==> src/design/mlbc_pkg.sv <==
`default_nettype none
package mlbc_pkg;

    localparam int LED_COUNT = 8;
    localparam int LED_IDX_W = (LED_COUNT > 1) ? $clog2(LED_COUNT) : 1;

    localparam int KIND_W = 3;
    localparam int HP_W   = 16;
    localparam int DUR_W  = 24;
    localparam int MASK_W = 8;

    typedef enum logic [KIND_W-1:0] {
        KIND_TICK      = 3'd0,
        KIND_ON        = 3'd1,
        KIND_OFF       = 3'd2,
        KIND_BLINK     = 3'd3,
        KIND_BLINK_DUR = 3'd4,
        KIND_STOP      = 3'd5
    } kind_t;

    typedef enum logic [1:0] {
        S_IDLE,
        S_TICK,
        S_DONE
    } state_t;

    // Everything kept for one LED.
    typedef struct packed {
        logic            lit;
        logic            blinking;
        logic            stop_pending;
        logic [HP_W-1:0] half_period;
        logic [HP_W-1:0] elapsed;
        logic [DUR_W-1:0] remaining;
    } led_state_t;

endpackage
`default_nettype wire

==> src/design/mlbc_tick_unit.sv <==
`default_nettype none
// Advance one LED by one 1 ms tick.
module mlbc_tick_unit (
    input  wire mlbc_pkg::led_state_t cur,
    output mlbc_pkg::led_state_t      nxt
);

    logic [mlbc_pkg::DUR_W-1:0] rem_dec;
    logic [mlbc_pkg::HP_W:0]    el_inc;

    assign rem_dec = cur.remaining - mlbc_pkg::DUR_W'(1);
    assign el_inc  = {1'b0, cur.elapsed} + (mlbc_pkg::HP_W + 1)'(1);

    always_comb begin
        nxt = cur;
        if (cur.stop_pending) begin
            // Drop the pending stop and force the pin off; skip blinking.
            nxt.stop_pending = 1'b0;
            nxt.lit          = 1'b0;
        end else if (cur.blinking) begin
            if (cur.remaining != '0 && rem_dec == '0) begin
                // Lifetime over: end blinking.
                nxt.remaining = rem_dec;
                nxt.blinking  = 1'b0;
                nxt.elapsed   = '0;
                nxt.lit       = 1'b0;
            end else begin
                if (cur.remaining != '0) begin
                    nxt.remaining = rem_dec;
                end
                if (el_inc >= {1'b0, cur.half_period}) begin
                    nxt.elapsed = '0;
                    nxt.lit     = ~cur.lit;
                end else begin
                    nxt.elapsed = el_inc[mlbc_pkg::HP_W-1:0];
                end
            end
        end
    end

endmodule
`default_nettype wire

==> src/design/multi_led_blink_controller.sv <==
`default_nettype none
// A command transaction updates the addressed LED in S_IDLE and then publishes the mask
// from S_DONE; a tick transaction first walks every LED in S_TICK. A new transaction
// is accepted only in S_IDLE, after the previous result has been published; the tick
// walks the LEDs one per cycle through a single shared per-LED update unit. S_DONE
// waits while the previous result sits in the output register untaken.
// Reset (aresetn, synchronous, active low): all LEDs off, no blinking, no pending
// stops, sequencer idle, no result pending.
module multi_led_blink_controller (
    input  wire        aclk,
    input  wire        aresetn,

    input  wire        s_valid,
    output logic       s_ready,
    input  wire  [2:0] s_kind,
    input  wire  [2:0] s_led_index,
    input  wire [15:0] s_half_period_ms,
    input  wire [23:0] s_duration_ms,

    output logic       m_valid,
    input  wire        m_ready,
    output logic [7:0] m_led_mask
);

    localparam int N  = mlbc_pkg::LED_COUNT;
    localparam int IW = mlbc_pkg::LED_IDX_W;

    // Sequencer state, tick counter and output register.
    mlbc_pkg::state_t state_reg, state_next;
    logic [IW-1:0]    cnt_reg, cnt_next;
    logic             m_valid_reg, m_valid_next;
    logic [7:0]       m_mask_reg, m_mask_next;

    // Per-LED state: pin, blink and stop flags as vectors, counters as arrays.
    logic [N-1:0]               lit_reg, blink_reg, stop_reg;
    logic [mlbc_pkg::HP_W-1:0]  hp_reg  [N];
    logic [mlbc_pkg::HP_W-1:0]  el_reg  [N];
    logic [mlbc_pkg::DUR_W-1:0] rem_reg [N];

    logic                 accept;
    logic [IW-1:0]        cmd_idx;
    logic                 idx_ok;
    logic [IW-1:0]        rd_idx;
    mlbc_pkg::led_state_t cur_led, tick_led, cmd_led, wr_led;
    logic                 wr_en;
    logic                 cnt_last;
    logic [7:0]           lit_mask;

    assign s_ready    = (state_reg == mlbc_pkg::S_IDLE);
    assign accept     = s_valid && s_ready;
    assign m_valid    = m_valid_reg;
    assign m_led_mask = m_mask_reg;

    assign cmd_idx  = IW'(s_led_index);
    assign idx_ok   = 32'(s_led_index) < N;
    assign cnt_last = (cnt_reg == IW'(N - 1));

    // One read/write port into the LED state: tick counter while ticking,
    // command index otherwise.
    assign rd_idx = (state_reg == mlbc_pkg::S_TICK) ? cnt_reg : cmd_idx;

    always_comb begin
        cur_led.lit          = lit_reg[rd_idx];
        cur_led.blinking     = blink_reg[rd_idx];
        cur_led.stop_pending = stop_reg[rd_idx];
        cur_led.half_period  = hp_reg[rd_idx];
        cur_led.elapsed      = el_reg[rd_idx];
        cur_led.remaining    = rem_reg[rd_idx];
    end

    mlbc_tick_unit u_tick (
        .cur (cur_led),
        .nxt (tick_led)
    );

    // Apply a command to the addressed LED.
    always_comb begin
        cmd_led = cur_led;
        case (s_kind)
            mlbc_pkg::KIND_ON: begin
                cmd_led.lit = 1'b1;
            end
            mlbc_pkg::KIND_OFF: begin
                cmd_led.lit = 1'b0;
            end
            mlbc_pkg::KIND_BLINK, mlbc_pkg::KIND_BLINK_DUR: begin
                cmd_led.elapsed     = '0;
                cmd_led.blinking    = 1'b1;
                cmd_led.half_period = s_half_period_ms;
                cmd_led.remaining   = (s_kind == mlbc_pkg::KIND_BLINK_DUR) ?
                                      s_duration_ms : '0;
            end
            mlbc_pkg::KIND_STOP: begin
                // Stop takes effect now; the pending flag forces off at next tick.
                cmd_led.blinking     = 1'b0;
                cmd_led.elapsed      = '0;
                cmd_led.stop_pending = 1'b1;
                cmd_led.lit          = 1'b0;
            end
            default: begin
            end
        endcase
    end

    // Pin mask: LEDs beyond bit 7 are never reported.
    always_comb begin
        lit_mask = '0;
        for (int i = 0; i < 8; i++) begin
            if (i < N) begin
                lit_mask[i] = lit_reg[i];
            end
        end
    end

    // Sequencer: next state, write enable and output register.
    always_comb begin
        state_next   = state_reg;
        cnt_next     = cnt_reg;
        m_valid_next = m_valid_reg;
        m_mask_next  = m_mask_reg;
        wr_en        = 1'b0;
        wr_led       = cmd_led;

        if (m_valid_reg && m_ready) begin
            m_valid_next = 1'b0;
        end

        case (state_reg)
            mlbc_pkg::S_IDLE: begin
                if (accept) begin
                    if (s_kind == mlbc_pkg::KIND_TICK) begin
                        cnt_next   = '0;
                        state_next = mlbc_pkg::S_TICK;
                    end else begin
                        // Unknown kinds and out-of-range LEDs leave the state alone.
                        wr_en      = idx_ok && (s_kind <= mlbc_pkg::KIND_STOP);
                        state_next = mlbc_pkg::S_DONE;
                    end
                end
            end
            mlbc_pkg::S_TICK: begin
                // Advance one LED per cycle through the shared update unit.
                wr_en  = 1'b1;
                wr_led = tick_led;
                if (cnt_last) begin
                    state_next = mlbc_pkg::S_DONE;
                end else begin
                    cnt_next = cnt_reg + IW'(1);
                end
            end
            mlbc_pkg::S_DONE: begin
                // Hold until the output register is free, then publish the mask.
                if (!m_valid_reg || m_ready) begin
                    m_valid_next = 1'b1;
                    m_mask_next  = lit_mask;
                    state_next   = mlbc_pkg::S_IDLE;
                end
            end
            default: begin
                state_next = mlbc_pkg::S_IDLE;
            end
        endcase
    end

    always_ff @(posedge aclk) begin
        if (!aresetn) begin
            state_reg   <= mlbc_pkg::S_IDLE;
            cnt_reg     <= '0;
            m_valid_reg <= 1'b0;
            lit_reg     <= '0;
            blink_reg   <= '0;
            stop_reg    <= '0;
        end else begin
            state_reg   <= state_next;
            cnt_reg     <= cnt_next;
            m_valid_reg <= m_valid_next;
            if (wr_en) begin
                lit_reg[rd_idx]   <= wr_led.lit;
                blink_reg[rd_idx] <= wr_led.blinking;
                stop_reg[rd_idx]  <= wr_led.stop_pending;
            end
        end
    end

    // Counters are only read while blinking, which is set together with them.
    always_ff @(posedge aclk) begin
        m_mask_reg <= m_mask_next;
        if (wr_en) begin
            hp_reg[rd_idx]  <= wr_led.half_period;
            el_reg[rd_idx]  <= wr_led.elapsed;
            rem_reg[rd_idx] <= wr_led.remaining;
        end
    end

`ifndef SYNTH
    a_tick_count: assert property (@(posedge aclk) disable iff (!aresetn)
        (state_reg == mlbc_pkg::S_TICK && !cnt_last) |=>
            (state_reg == mlbc_pkg::S_TICK && cnt_reg == $past(cnt_reg) + IW'(1)))
        else $error("tick counter did not advance");

    a_stops_cleared: assert property (@(posedge aclk) disable iff (!aresetn)
        (state_reg == mlbc_pkg::S_TICK && cnt_last) |=> (stop_reg == '0))
        else $error("pending stop survived a tick");

    a_result_from_done: assert property (@(posedge aclk) disable iff (!aresetn)
        $rose(m_valid_reg) |-> ($past(state_reg) == mlbc_pkg::S_DONE))
        else $error("result published outside done state");

    a_no_accept_busy: assert property (@(posedge aclk) disable iff (!aresetn)
        (state_reg == mlbc_pkg::S_TICK) |-> !wr_en || (rd_idx == cnt_reg))
        else $error("tick write off the counter");
`endif

endmodule
`default_nettype wire
==> config.mk <==
export PLATFORM = sky130hd
export DESIGN_NAME = multi_led_blink_controller
export DESIGN_NICKNAME = d
export VERILOG_FILES = /design/src/design/mlbc_pkg.sv /design/src/design/mlbc_tick_unit.sv /design/src/design/multi_led_blink_controller.sv
export SDC_FILE = /design/constraint.sdc
export NUM_CORES = 1
export LEC_CHECK = 0
export BUFFER_PORTS_ARGS = -buffer_cell sky130_fd_sc_hd__buf_2
export CORE_AREA = 10 10 215 217
export CTS_CLUSTER_DIAMETER = 100
export DETAILED_ROUTE_END_ITERATION = 8
export DIE_AREA = 0 0 225 227
export PLACE_DENSITY_LB_ADDON = 0.12
export SYNTH_ARGS = -nofsm -noshare
export SYNTH_HDL_FRONTEND = slang
export SYNTH_SLANG_ARGS = --single-unit
==> constraint.sdc <==
create_clock -name aclk -period 9.6 [get_ports aclk]
set_input_delay 1.92 -clock aclk [delete_from_list [all_inputs] [get_ports aclk]]
set_output_delay 1.92 -clock aclk [all_outputs]
set_load 0.005 [all_outputs]
**Word level (Yosys, flattened, before mapping)**

Memories as Yosys holds them, arrays and structs flattened.
Index checks and enable logic that the tools add are counted.

- Input bits: 50
- Flip-flop bits (word level): 38
- RAM bits: 448
- Word-level logic and storage cells: 96
- Memories: 3
- Output and inout bits: 10

Memory list:

| memory | depth | width | rd ports | clocked after memory_dff | wr ports | RTL line | source |
|---|---|---|---|---|---|---|---|
| rem_reg | 8 | 24 | 1 | 0 | 1 | multi_led_blink_controller.sv:38 | `logic [mlbc_pkg::DUR_W-1:0] rem_reg [N];` |
| el_reg | 8 | 16 | 1 | 0 | 1 | multi_led_blink_controller.sv:37 | `logic [mlbc_pkg::HP_W-1:0] el_reg [N];` |
| hp_reg | 8 | 16 | 1 | 0 | 1 | multi_led_blink_controller.sv:36 | `logic [mlbc_pkg::HP_W-1:0] hp_reg [N];` |

- Reduce and logical (&&, ||, !) cells: 17
- Add/sub/neg operators: 3
- Mux-type cells: 48
- Eq/ne operators: 13
- Bitwise gates (word level): 1
- $lt $le $gt $ge: 4

Operators with widths:

| operator | count |
|---|---|
| two-way mux 40 bit | 3 |
| two-way mux 24 bit | 3 |
| two-way mux 59 bit | 1 |
| two-way mux 16 bit | 3 |
| bitwise mux 8 bit | 3 |
| logical NOT 24 bit | 1 |
| nonzero test 24 bit | 1 |
| subtractor 24 x 1 -> 24 bit, second input constant | 1 |
| adder 16 x 1 -> 17 bit, second input constant | 1 |
| >= comparator 17 x 16 -> 1 bit | 1 |
| two-way mux 1 bit | 17 |
| two-way mux 3 bit | 4 |
| two-way mux 2 bit | 5 |
| binary-select mux 1 bit (select 3 bit) | 3 |
| equality test 3 bit, second input constant | 3 |
| equality test 3 x 2 -> 1 bit, second input constant | 2 |
| != test 2 bit, second input constant | 3 |
| case mux 1 bit (2 select lines) | 3 |
| case mux 2 bit (3 select lines) | 1 |
| case mux 3 bit (2 select lines) | 1 |
| logical AND 1 bit | 4 |
| less-than comparator 3 x 4 -> 1 bit, second input constant | 1 |
| != test 2 x 1 -> 1 bit, second input constant | 2 |
| AND reduction 4 bit | 1 |
| 17 further kinds | 18 |

**Depth between registers and ports, before layout**

Gate-level depths: netlist (run 1).

- Depth after elaboration: 11
- Gate-level depth with buffers: 26
- Mapped depth without buffers: 18

**Cells and area by module**

From an unflattened synthesis (run 1), not the netlist that was laid out.

- Cell total of the unflattened synthesis: 2567
- Area, all modules: 26033.7 sq um

Modules (own cells, without submodules):

| module | times used | area an instance (sq um) | cells each | seq. area each (sq um) |
|---|---|---|---|---|
| multi_led_blink_controller | 1 | 24264.5 | 2291 | 14293.7 |
| mlbc_tick_unit | 1 | 1769.2 | 276 | 0.0 |

**Worst setup path after synthesis (run 1)**

Ideal clock, no wire load.

- Kind: input to register
- Start: input port s_led_index[0]
- End: memory el_reg[0][0] (netlist name), data pin
- Data required time: 9.322 ns
- Setup time: 0.278 ns
- Cell stages on the path: 25
- Arrival time: 7.074 ns
- Path slack: 2.248 ns
- Buffers on the path: 8
- Path through: buf_2 inv_2 o21ai_2 buf_6 buf_2 buf_2 buf_2 buf_2 nand2_1 a32o_1 and3b_1 ha_1 nand3_1 nor3b_1 xor2_1 ha_1 a21o_1 a211oi_1 nand2_1 a41o_1 a311o_1 or2_1 buf_4 buf_2 o31ai_1

RTL lines:

| element | RTL line | source |
|---|---|---|
| from (decl) | multi_led_blink_controller.sv:16 | `input wire [2:0] s_led_index,` |
| to (decl) | multi_led_blink_controller.sv:37 |  |

==> results of run 1 <==
[power by group]
group / switching [W] / total [W] / internal, W / leakage [nW]
logic: 0.000357 / 0.000509 / 0.000151 / 3.61
clock network: 0.000814 / 0.00211 / 0.00130 / 0.874
registers: 0.0000137 / 0.00243 / 0.00242 / 4.41
total: 0.00119 / 0.00505 / 0.00387 / 8.89
[routing by layer]
metal / up-vias / share of wire, %
li1: 7372 / -
met1: 8003 / 44
met2: 646 / 46
met3: 101 / 7.4
met4: 0 / 2.4
met5: - / 0
[layout make-up]
cell class	count	area, um^2	share of cell area [%]
Tap cell	539	674	2.67
Multi-Input combinational cell	1334	7870	31.1
Clock inverter	32	445	1.76
Clock buffer	61	1350	5.35
Inverter	19	81.3	0.322
Timing Repair Buffer	93	563	2.23
Sequential cell	486	14300	56.5
[logic make-up after synthesis]
logic type	after synthesis
buf+inv	155
flops	486
fa+ha+maj	21
mux	42
xor+xnor	42
compound gates	511
simple gates	718
[cell usage in the layout, fill, tap and decap left out, drive strengths merged, types with 47 or more instances in the layout]
master / Yosys / final
o21ai: 54 / 54
nand2: 381 / 381
edfxtp: 456 / 456
a21oi: 260 / 260
buf: 72 / 93
a211oi: 47 / 47
nand2b: 106 / 106
nor2: 54 / 54
clkbuf: 64 / 61
[worst paths after layout]
check / from / end / slack, ps / depth (start not counted)
max: s_led_index[0] / el_reg[4][14]$_DFFE_PP_ / 2060 / 19
min: lit_mask[7]$_SDFFE_PN0P_ / m_led_mask[7]$_DFFE_PP_ / 460 / 0
max reg2reg: state_reg[0]$_SDFFE_PN0P_ / el_reg[4][14]$_DFFE_PP_ / 2430 / 17
min reg2reg: lit_mask[7]$_SDFFE_PN0P_ / m_led_mask[7]$_DFFE_PP_ / 460 / 0
[through the flow]
| step | hold WS [ps] | power [W] | std cells |
|---|---|---|---|
| 3_5_place_dp | 440 | 0.00298 | 2471 |
| 4_1_cts | 456 | 0.00507 | 2564 |
| 5_1_grt | 477 | 0.00521 | 2564 |
| 6_report | 456 | 0.00505 | 2564 |
| 2_1_floorplan | 429 | 0.00282 | 1975 |
| 3_3_place_gp | 442 | 0.00296 | 2471 |
[critical path, cell delays in order]
cell and delay [ps]:
buf_2 100, inv_2 30, buf_4 280, o21ai_4 210, buf_4 420, a211oi_1 160
nor4_1 930, nand3_1 420, nor3b_1 460, xor2_1 190, ha_1 260, a21o_1 190
a211oi_1 280, nand2_1 90, a41o_1 220, a311o_1 330, or2_1 480, nor2_2 520
o2bb2ai_1 350
==> metrics.cfg, run 1 <==
[clock_tree]
cts_buffers = 50
cts_buffer_depth = 3
root_buffer = clkbuf_16
clk_pin_slew_ps = 60
htreeDepth = 2
cts_tree = built
postCtsHoldBufs = 0
numClockSinks = 486
cts_resized = 0
insertion_delay_ps = 600
cts_setup_buffers = 0

[logic_synthesis]
synth-async-reset-ratio_pct = 0
synth-xor-area-share_pct = 1.61
yosysWarnings = 0
synth_top_area_share_pct = 59.8
synth.area.top_cells = edfxtp_1, nand2_1, a21oi_1
yosysTopAreaCell = edfxtp_1
synthCells = 1975
synth.avg_cell_area_um2 = 11.6
synth.distinct_cells = 71
yosysMostFrequentCell = edfxtp_1
synth_top_family_by_area = simple AND/OR/NAND/NOR gates
synth-seq-cells = 486
synth_compound_area_share_pct = 14.4
synth_edf_count = 456
syn_nets = 2046
syn-cell-area_um2 = 22900
synthSimpleGateAreaFrac_pct = 15.2
seq_area_frac_synth_pct = 62.5
synthAdderAreaFrac_pct = 1.15
synth_top_flop_cell = edfxtp_1
muxShareOfSynthArea_pct = 1.85
synthTopCellsByCount = edfxtp_1, nand2_1, a21oi_1, nand2b_1, clkbuf_1

[worst_setup_path]
arrival_ps = 7850
cp-start-kind = input pin
required_ps = 9910
path_max_fanout = 44
critPathKind = input pin to register
crit_path_end_kind = register

[job]
maxCapViolations = 0

[grt]
grt_pass1_vias = 15700
use_met2_pct = 37.0
grtUsageTotal_pct = 23.3
busiest_layer = met2
grt.met1_usage_pct = 32.2
antenna_found_initial = 0
overflow = 0
use_met3_pct = 3.87
grt_first_pass_wirelength_mm = 91.9
grt_max_degree = 108

[power_and_ir_drop]
peakVddDrop_v = 0.000175
powerDensity_nw_per_um2 = 200
p_leak_nw = 8.89

[floorplan]
die_h_um = 227
core_area_um2 = 41800
die-area_um2 = 51100
die_w_um = 225
rows = 75
initial_core_util_pct = 54.8
io_pins = 60

[timing]
finalHoldViolations = 0
drv_slew = 0
skew_ps = 20.8
finalCritPeriodShare_pct = 78.5
tightest_slew_ps = 1160
rsz0062_at_grt = false
setup-tns-final_ps = 0
slew-limit-headroom_pct = 22.2
setup_violations = 0
worst_slack_ps = 2060
maxClockFrequency_ghz = 0.133
min_period_ps = 7540

[routing]
dr_total_vias = 16100
first_pass_iters = 7
ant_nets = 0
totalWireLength_mm = 60.3
viasPerCell = 6.29
post_drt_wl_per_cell_um = 23.5
remaining_drc_errors = 0
drt-initial-drc-count = 1619

[placed_design]
place_area_um2 = 23500
post-dp-hpwl_mm = 33.9
pre_cts_slack_ps = 1540
place_congestion = 0.871
io_buffers = 59

[finish]
largest_reg_flops = 192
design_area_um2 = 25300
drive_gt1_share_pct = 10.9
nFillCells = 3259
final_util_pct = 60.5
finish.net_count = 2055
area_growth_syn_to_layout_pct = 10.5
antenna_cells = 0

[worst_hold_path]
hold_path_class = register to register

[outcome]
status = completed

No activity file was read; power rests on OpenSTA's default activity.
==> run 2: changes to the inputs <==
--- a/config.mk
+++ b/config.mk
@@ -5,11 +5,12 @@
 export SDC_FILE = /design/constraint.sdc
 export NUM_CORES = 1
 export LEC_CHECK = 0
+export ABC_AREA = 1
 export BUFFER_PORTS_ARGS = -buffer_cell sky130_fd_sc_hd__buf_2
-export CORE_AREA = 10 10 215 217
+export CORE_AREA = 10 10 217 219
 export CTS_CLUSTER_DIAMETER = 100
 export DETAILED_ROUTE_END_ITERATION = 8
-export DIE_AREA = 0 0 225 227
+export DIE_AREA = 0 0 227 229
 export PLACE_DENSITY_LB_ADDON = 0.12
 export SYNTH_ARGS = -nofsm -noshare
 export SYNTH_HDL_FRONTEND = slang
==> constraint.sdc (replaced) <==
create_clock -name aclk -period 6.2 [get_ports aclk]
set_input_delay 1.24 -clock aclk [delete_from_list [all_inputs] [get_ports aclk]]
set_output_delay 1.24 -clock aclk [all_outputs]
set_load 0.005 [all_outputs]
==> run 2 against run 1 <==
  * Clock skew rose by 17 ps
  * Register-to-register slack got worse by 1500 ps
  * Clock power increased by 45%
  * Synthesized cell count rose by 17%
  * Die area up 1.8%
  * Setup slack worse by 1100 ps
  * First-iteration DRC count is 4.3% lower
  * Hold slack got worse by 17 ps
  * Largest power group unchanged
==> metrics.cfg, run 2 <==
[outcome]
status = completed

[finish]
largest_reg_flops = 192  ; unchanged
drive_gt1_share_pct = 11.7  ; +0.84 points
finish.net_count = 2431  ; +18%
area_growth_syn_to_layout_pct = 10.7
layout_commonest_cell = nand2_1
layout_common_cells = nand2_1, edfxtp_1, inv_1
final_util_pct = 60.0  ; -0.52 points

[floorplan]
core_area_um2 = 42700  ; +2.2%
initial_core_util_pct = 54.2  ; -0.57 points
die-area_um2 = 52000  ; +1.8%
die_h_um = 229  ; +0.88%
die_w_um = 227  ; +0.89%
io_pins = 60  ; unchanged
rows = 76  ; +1.3%

[timing]
setup-tns-final_ps = 0  ; unchanged
setup_violations = 0  ; unchanged
maxClockFrequency_ghz = 0.191
rsz0062_at_grt = false
drv_slew = 0  ; unchanged
worst_slack_ps = 953  ; -1110 ps
slew-limit-headroom_pct = 16.7  ; -5.5 points
tightest_slew_ps = 1240  ; +79.5 ps
min_period_ps = 5250
finalCritPeriodShare_pct = 84.6
skew_ps = 37.5  ; +16.7 ps
finalHoldViolations = 0  ; unchanged

[logic_synthesis]
synth-xor-area-share_pct = 0.454  ; -1.2 points
seq_area_frac_synth_pct = 61.7  ; -0.73 points
synth.distinct_cells = 51  ; -28%
synth_top_family_by_area = simple AND/OR/NAND/NOR gates
syn_nets = 2383  ; +16%
synthTopCellsByCount = nand2_1, edfxtp_1, inv_1, nor2_1, nand3_1
synth_edf_count = 456  ; unchanged
yosysMostFrequentCell = nand2_1
synth-seq-cells = 486  ; unchanged
synth_compound_area_share_pct = 6.48  ; -7.9 points
synthCells = 2312  ; +17%
syn-cell-area_um2 = 23200  ; +1.2%
synth.area.top_cells = edfxtp_1, nand2_1, nand3_1
synth_top_area_share_pct = 59.1  ; -0.70 points
muxShareOfSynthArea_pct = 0.0486  ; -1.8 points
yosysWarnings = 0  ; unchanged
synth_top_flop_cell = edfxtp_1
synthSimpleGateAreaFrac_pct = 23.1  ; +7.8 points
yosysTopAreaCell = edfxtp_1
synth-async-reset-ratio_pct = 0  ; unchanged
synthAdderAreaFrac_pct = 1.13  ; -0.013 points
synth.avg_cell_area_um2 = 10.0  ; -14%

[power_and_ir_drop]
powerDensity_nw_per_um2 = 331  ; +65%
p_sw_share_pct = 28.5  ; +5.1 points
power_frac_clock_pct = 35.9  ; -5.9 points
p_int_w = 0.00606  ; +57%
switching_power_w = 0.00242  ; +100%
finalPower_w = 0.00848  ; +68%
peakVddDrop_v = 0.000242  ; +38%
sequentialPowerShare_pct = 46.3  ; -1.8 points
power_frac_comb_pct = 17.8  ; +7.7 points
p_leak_nw = 10.1  ; +13%

[routing]
first_pass_iters = 5  ; -2
ant_nets = 0  ; unchanged
drt-initial-drc-count = 1549  ; -4.3%
viasPerCell = 5.62  ; -11%
dr_total_vias = 16600  ; +2.8%
totalWireLength_mm = 59.9  ; -0.73%
remaining_drc_errors = 0  ; unchanged
post_drt_wl_per_cell_um = 20.3  ; -14%

[worst_setup_path]
cp_slowest_stage_delay_ps = 350  ; -580 ps
cp-start-kind = input pin
critPathKind = input pin to register
arrival_ps = 5660  ; -2190 ps
required_ps = 6610  ; -3300 ps
path_common_cell = nand2_1
path_max_fanout = 57  ; +30%
crit_path_end_kind = register
crit_family = simple AND/OR/NAND/NOR gates
path_buf_inv = 7  ; +3
cp_slowest_cell = nor2_1

[placed_design]
place_congestion = 0.888  ; +1.9%
io_buffers = 59  ; unchanged
pre_cts_slack_ps = 468  ; -1080 ps
post-dp-hpwl_mm = 35.7  ; +5.3%

[clock_tree]
cts_tree = built
clk_pin_slew_ps = 60  ; about the same
htreeDepth = 2  ; unchanged
cts_resized = 0  ; unchanged
postCtsHoldBufs = 0  ; unchanged
cts_buffers = 51  ; +2.0%
root_buffer = clkbuf_16
insertion_delay_ps = 620  ; +20 ps
cts_buffer_depth = 3  ; unchanged
cts_setup_buffers = 0  ; unchanged
numClockSinks = 486  ; unchanged

[grt]
grt_pass1_vias = 15900  ; +1.3%
overflow = 0  ; unchanged
antenna_found_initial = 1  ; +1
grtUsageTotal_pct = 22.9  ; -0.40 points
grt_first_pass_wirelength_mm = 91.9  ; about the same
grt_max_degree = 104  ; -3.7%

[job]
maxCapViolations = 0  ; unchanged

[worst_hold_path]
hold_path_class = register to register

[run 2: cell count changes after synthesis, sizes merged, moves of 92 or more]
| cell | before | now |
|---|---|---|
| o21ai | 54 | 146 |
| nand2 | 381 | 588 |
| nor2 | 54 | 279 |
| nand2b | 106 | 0 |
| inv | 19 | 242 |
| nand3 | 45 | 205 |
| a21oi | 260 | 56 |
[run 2: metal layers]
layer | track usage [%] | vias to the layer above | wire, um
li1 | - | 7919 | -
met1 | 29.8 | 7900 | 24900
met2 | 38.2 | 625 | 29200
met3 | 3.25 | 128 | 3920
met4 | 8.79 | 0 | 1870
met5 | 0 | - | 0
[run 2: layout make-up]
| type | count | area (um^2) |
|---|---|---|
| well taps | 546 | 683 |
| flip-flops and latches | 486 | 14300 |
| inverters | 244 | 921 |
| fillers | 3533 | 17100 |
| multi-input cells | 1473 | 7330 |
| repair buffers | 104 | 708 |
| clock inverters | 34 | 337 |
| diodes | 1 | 2.50 |
| clock buffers | 60 | 1350 |
[run 2: final timing paths]
| kind | startpoint | end | slack [ps] | depth (start not counted) |
|---|---|---|---|---|
| setup reg to reg | state_reg[0]$_SDFFE_PN0P_ | el_reg[2][2]$_DFFE_PP_ | 960 | 30 |
| hold / removal | lit_mask[4]$_SDFFE_PN0P_ | m_led_mask[4]$_DFFE_PP_ | 440 | 0 |
| hold reg to reg | lit_mask[4]$_SDFFE_PN0P_ | m_led_mask[4]$_DFFE_PP_ | 440 | 0 |
| setup / recovery | s_led_index[0] | el_reg[2][2]$_DFFE_PP_ | 950 | 31 |
[run 2: cell families (layout without fill, tap and decap cells)]
| logic type | Yosys count | count (layout) |
|---|---|---|
| and+or+nand+nor | 1171 | 1171 |
| DFF | 486 | 486 |
| buffers and inverters | 353 | 442 |
| AOI/OAI and AO/OA | 268 | 268 |
| adders and majority gates | 21 | 21 |
| xor gates and xnor gates | 12 | 12 |
| muxes | 1 | 1 |
| other | 0 | 1 |
[run 2: power groups by stage]
stage / Combinational [W] / Sequential (W) / Clock, W
final: 0.00151 / 0.00392 / 0.00305
after global routing: 0.00168 / 0.00393 / 0.00322
after CTS: 0.00151 / 0.00392 / 0.00309
after floorplan: 0.00106 / 0.00398 / 0
after detailed placement: 0.00150 / 0.00399 / 0
after global placement: 0.00147 / 0.00399 / 0
[run 2: stage by stage]
| stage | instances | hold WS, ps | instance area [um^2] |
|---|---|---|---|
| final | 2948 | 440 | 25600 |
| after floorplan | 2312 | 408 | 23200 |
| after global placement | 2853 | 421 | 23900 |
| after detailed placement | 2853 | 427 | 23900 |
| after CTS | 2947 | 442 | 25600 |
| after global routing | 2948 | 449 | 25600 |
==> run 3: changes to the inputs <==
==> constraint.sdc (replaced) <==
create_clock -name aclk -period 4.65 [get_ports aclk]
set_input_delay 0.93 -clock aclk [delete_from_list [all_inputs] [get_ports aclk]]
set_output_delay 0.93 -clock aclk [all_outputs]
set_load 0.005 [all_outputs]
==> run 3 against run 2 <==
  * Global-route usage about the same
  * First-iteration DRC count decreased by 7.0%
  * Setup slack got worse by 670 ps
  * Sequential cell count unchanged
  * Clock power increased by 39%
  * Hold slack improved by 15 ps
  * Clock-buffer cell count decreased by 5
  * Critical path type is now register to register
  * Critical endpoint is now el_reg[7][9]$_DFFE_PP_
==> metrics.cfg, run 3 (synthesized netlist as in run 2, its figures left out) <==
[outcome]
status = completed

[placed_design]
io_buffers = 59  ; unchanged
place_area_um2 = 24900  ; +4.0%
place_congestion = 0.922  ; +3.9%
post-dp-hpwl_mm = 36.9  ; +3.3%

[timing]
min_period_ps = 4360
maxClockFrequency_ghz = 0.229
setup_violations = 0  ; unchanged
finalHoldViolations = 0  ; unchanged
drv_slew = 0  ; unchanged
tightest_slew_ps = 1050  ; -188 ps
slew-limit-headroom_pct = 29.4  ; +13 points
finalCritPeriodShare_pct = 93.8
holdWs_ps = 455  ; +15.1 ps
skew_ps = 29.4  ; -8.05 ps

[job]
maxCapViolations = 0  ; unchanged

[finish]
antenna_cells = 0  ; -1
design_area_um2 = 26900  ; +4.9%
nFillCells = 3447  ; -2.4%
area_growth_syn_to_layout_pct = 16.1
layout_common_cells = nand2_1, edfxtp_1, inv_1
largest_reg_flops = 192  ; unchanged
finish.net_count = 2560  ; +5.3%
drive_gt1_share_pct = 17.8  ; +6.1 points
layout_commonest_cell = nand2_1

[clock_tree]
cts_buffer_depth = 3  ; unchanged
insertion_delay_ps = 610  ; about the same
numClockSinks = 486  ; unchanged
cts_buffers = 50  ; -2.0%
postCtsHoldBufs = 0  ; unchanged
root_buffer = clkbuf_16
cts_tree = built
clk_pin_slew_ps = 60  ; about the same
htreeDepth = 2  ; unchanged

[grt]
overflow = 0  ; unchanged
grt_max_degree = 58  ; -44%
grt_first_pass_wirelength_mm = 92.3  ; +0.38%
use_met2_pct = 38.5  ; +0.29 points
grt_pass1_vias = 16400  ; +2.9%
antenna_found_initial = 0  ; -1
use_met3_pct = 3.41  ; +0.17 points
grtUsageTotal_pct = 23.0  ; about the same
busiest_layer = met2
grt.met1_usage_pct = 29.3  ; -0.58 points

[worst_setup_path]
required_ps = 5070  ; -1540 ps
rrSetupSlack_ps = 290  ; -670 ps
path_max_fanout = 11  ; -81%
arrival_ps = 4780  ; -880 ps
path_common_cell = nand2_1
worstRegToRegCells = 33  ; +10%
cp_slowest_cell = dfxtp_4
r2r_start = state_reg[1]$_SDFFE_PN0P_
critPathKind = register to register
cp-start-kind = register
cp_slowest_stage_delay_ps = 370  ; +20 ps
crit_path_end_kind = register
r2r_end = el_reg[7][9]$_DFFE_PP_

[power_and_ir_drop]
powerDensity_nw_per_um2 = 439  ; +33%
p_leak_nw = 10.8  ; +6.9%
peakVddDrop_v = 0.000307  ; +27%

[routing]
post_drt_wl_per_cell_um = 19.7  ; -3.1%
first_pass_iters = 6  ; +1
drt-initial-drc-count = 1441  ; -7.0%
totalWireLength_mm = 60.6  ; +1.1%
ant_nets = 0  ; unchanged
viasPerCell = 5.58  ; -0.75%
remaining_drc_errors = 0  ; unchanged
dr_total_vias = 17200  ; +3.6%

[worst_hold_path]
hold_path_class = register to register
min_path_cells = 0  ; unchanged
whs_endpoint = m_led_mask[2]$_DFFE_PP_
hold_path_startpoint = lit_mask[2]$_SDFFE_PN0P_

[floorplan]
core_area_um2 = 42700  ; unchanged
die_h_um = 229  ; unchanged
io_pins = 60  ; unchanged
die_w_um = 227  ; unchanged
rows = 76  ; unchanged
initial_core_util_pct = 54.2  ; unchanged
die-area_um2 = 52000  ; unchanged

[run 3: cell types whose count changed in the layout (fill, tap and decap cells not counted), moves of 5 or more]
cell	previous run	this run
buf_4	39	159
nand2_1	565	547
nand2_2	18	34
clkinv_1	17	9
clkinv_2	9	16
buf_6	0	5
bufinv_16	5	10
[run 3: worst max path at each step]
stage | startpoint | endpoint | slack [ps] | cells after the start
global placement | s_led_index[0] | el_reg[1][4]$_DFFE_PP_ | -140 | 29
CTS | state_reg[1]$_SDFFE_PN0P_ | el_reg[3][3]$_DFFE_PP_ | 120 | 30
detailed placement | s_led_index[0] | el_reg[1][0]$_DFFE_PP_ | -270 | 32
global route | state_reg[1]$_SDFFE_PN0P_ | el_reg[3][4]$_DFFE_PP_ | -70 | 33
finish | state_reg[1]$_SDFFE_PN0P_ | el_reg[7][9]$_DFFE_PP_ | 290 | 33
floorplan | s_led_index[0] | stop_reg[3]$_SDFFE_PN0P_ | -630 | 15
[run 3: cell type report]
| cell class | count | area (um^2) | area share, % |
|---|---|---|---|
| clock buffers | 55 | 1280 | 4.76 |
| clock inverters | 39 | 463 | 1.72 |
| inverters | 244 | 933 | 3.47 |
| multi-input cells | 1473 | 7460 | 27.8 |
| flip-flops and latches | 486 | 14300 | 53.2 |
| well taps | 546 | 683 | 2.54 |
| repair buffers | 233 | 1750 | 6.49 |
| repair inverters | 1 | 8.76 | 0.0326 |
[run 3: timing repair]
item,CTS,global route
resized for setup,0,35
setup buffers,0,9
setup endpoints to repair,0,136
[run 3: worst max-delay path, delay by kind of cell (launching register included)]
kind,cells,cell delay [ps]
compound gates,8,1060
fa+ha+maj,2,370
buf+inv,7,760
flops,1,370
simple gates,16,1590
[run 3: routing by layer]
layer	vias to the layer above	routed length [um]
met3	136	3780
li1	8198	-
met1	8216	25400
met2	617	29300
met4	0	2040
met5	-	0
[run 3: metrics by stage]
stage | utilization, % | setup WS, ps | TNS (ps) | total power (W) | cells
detailed placement | 58.3 | -270 | -31360 | 0.00758 | 2972
finish | 62.9 | 287 | 0 | 0.0118 | 3077
global placement | 58.3 | -139 | -16160 | 0.00752 | 2972
floorplan | - | -634 | -90360 | 0.00676 | 2312
CTS | 62.4 | 120 | 0 | 0.0118 | 3066
global route | 62.9 | -72.9 | -6470 | 0.0123 | 3077
[run 3: report_power, final]
| part | leakage, nW | switching [W] | total, W | internal [W] |
|---|---|---|---|---|
| combinational | 5.52 | 0.00157 | 0.00235 | 0.000778 |
| sequential | 4.40 | 0.0000394 | 0.00522 | 0.00518 |
| clock | 0.859 | 0.00168 | 0.00423 | 0.00255 |
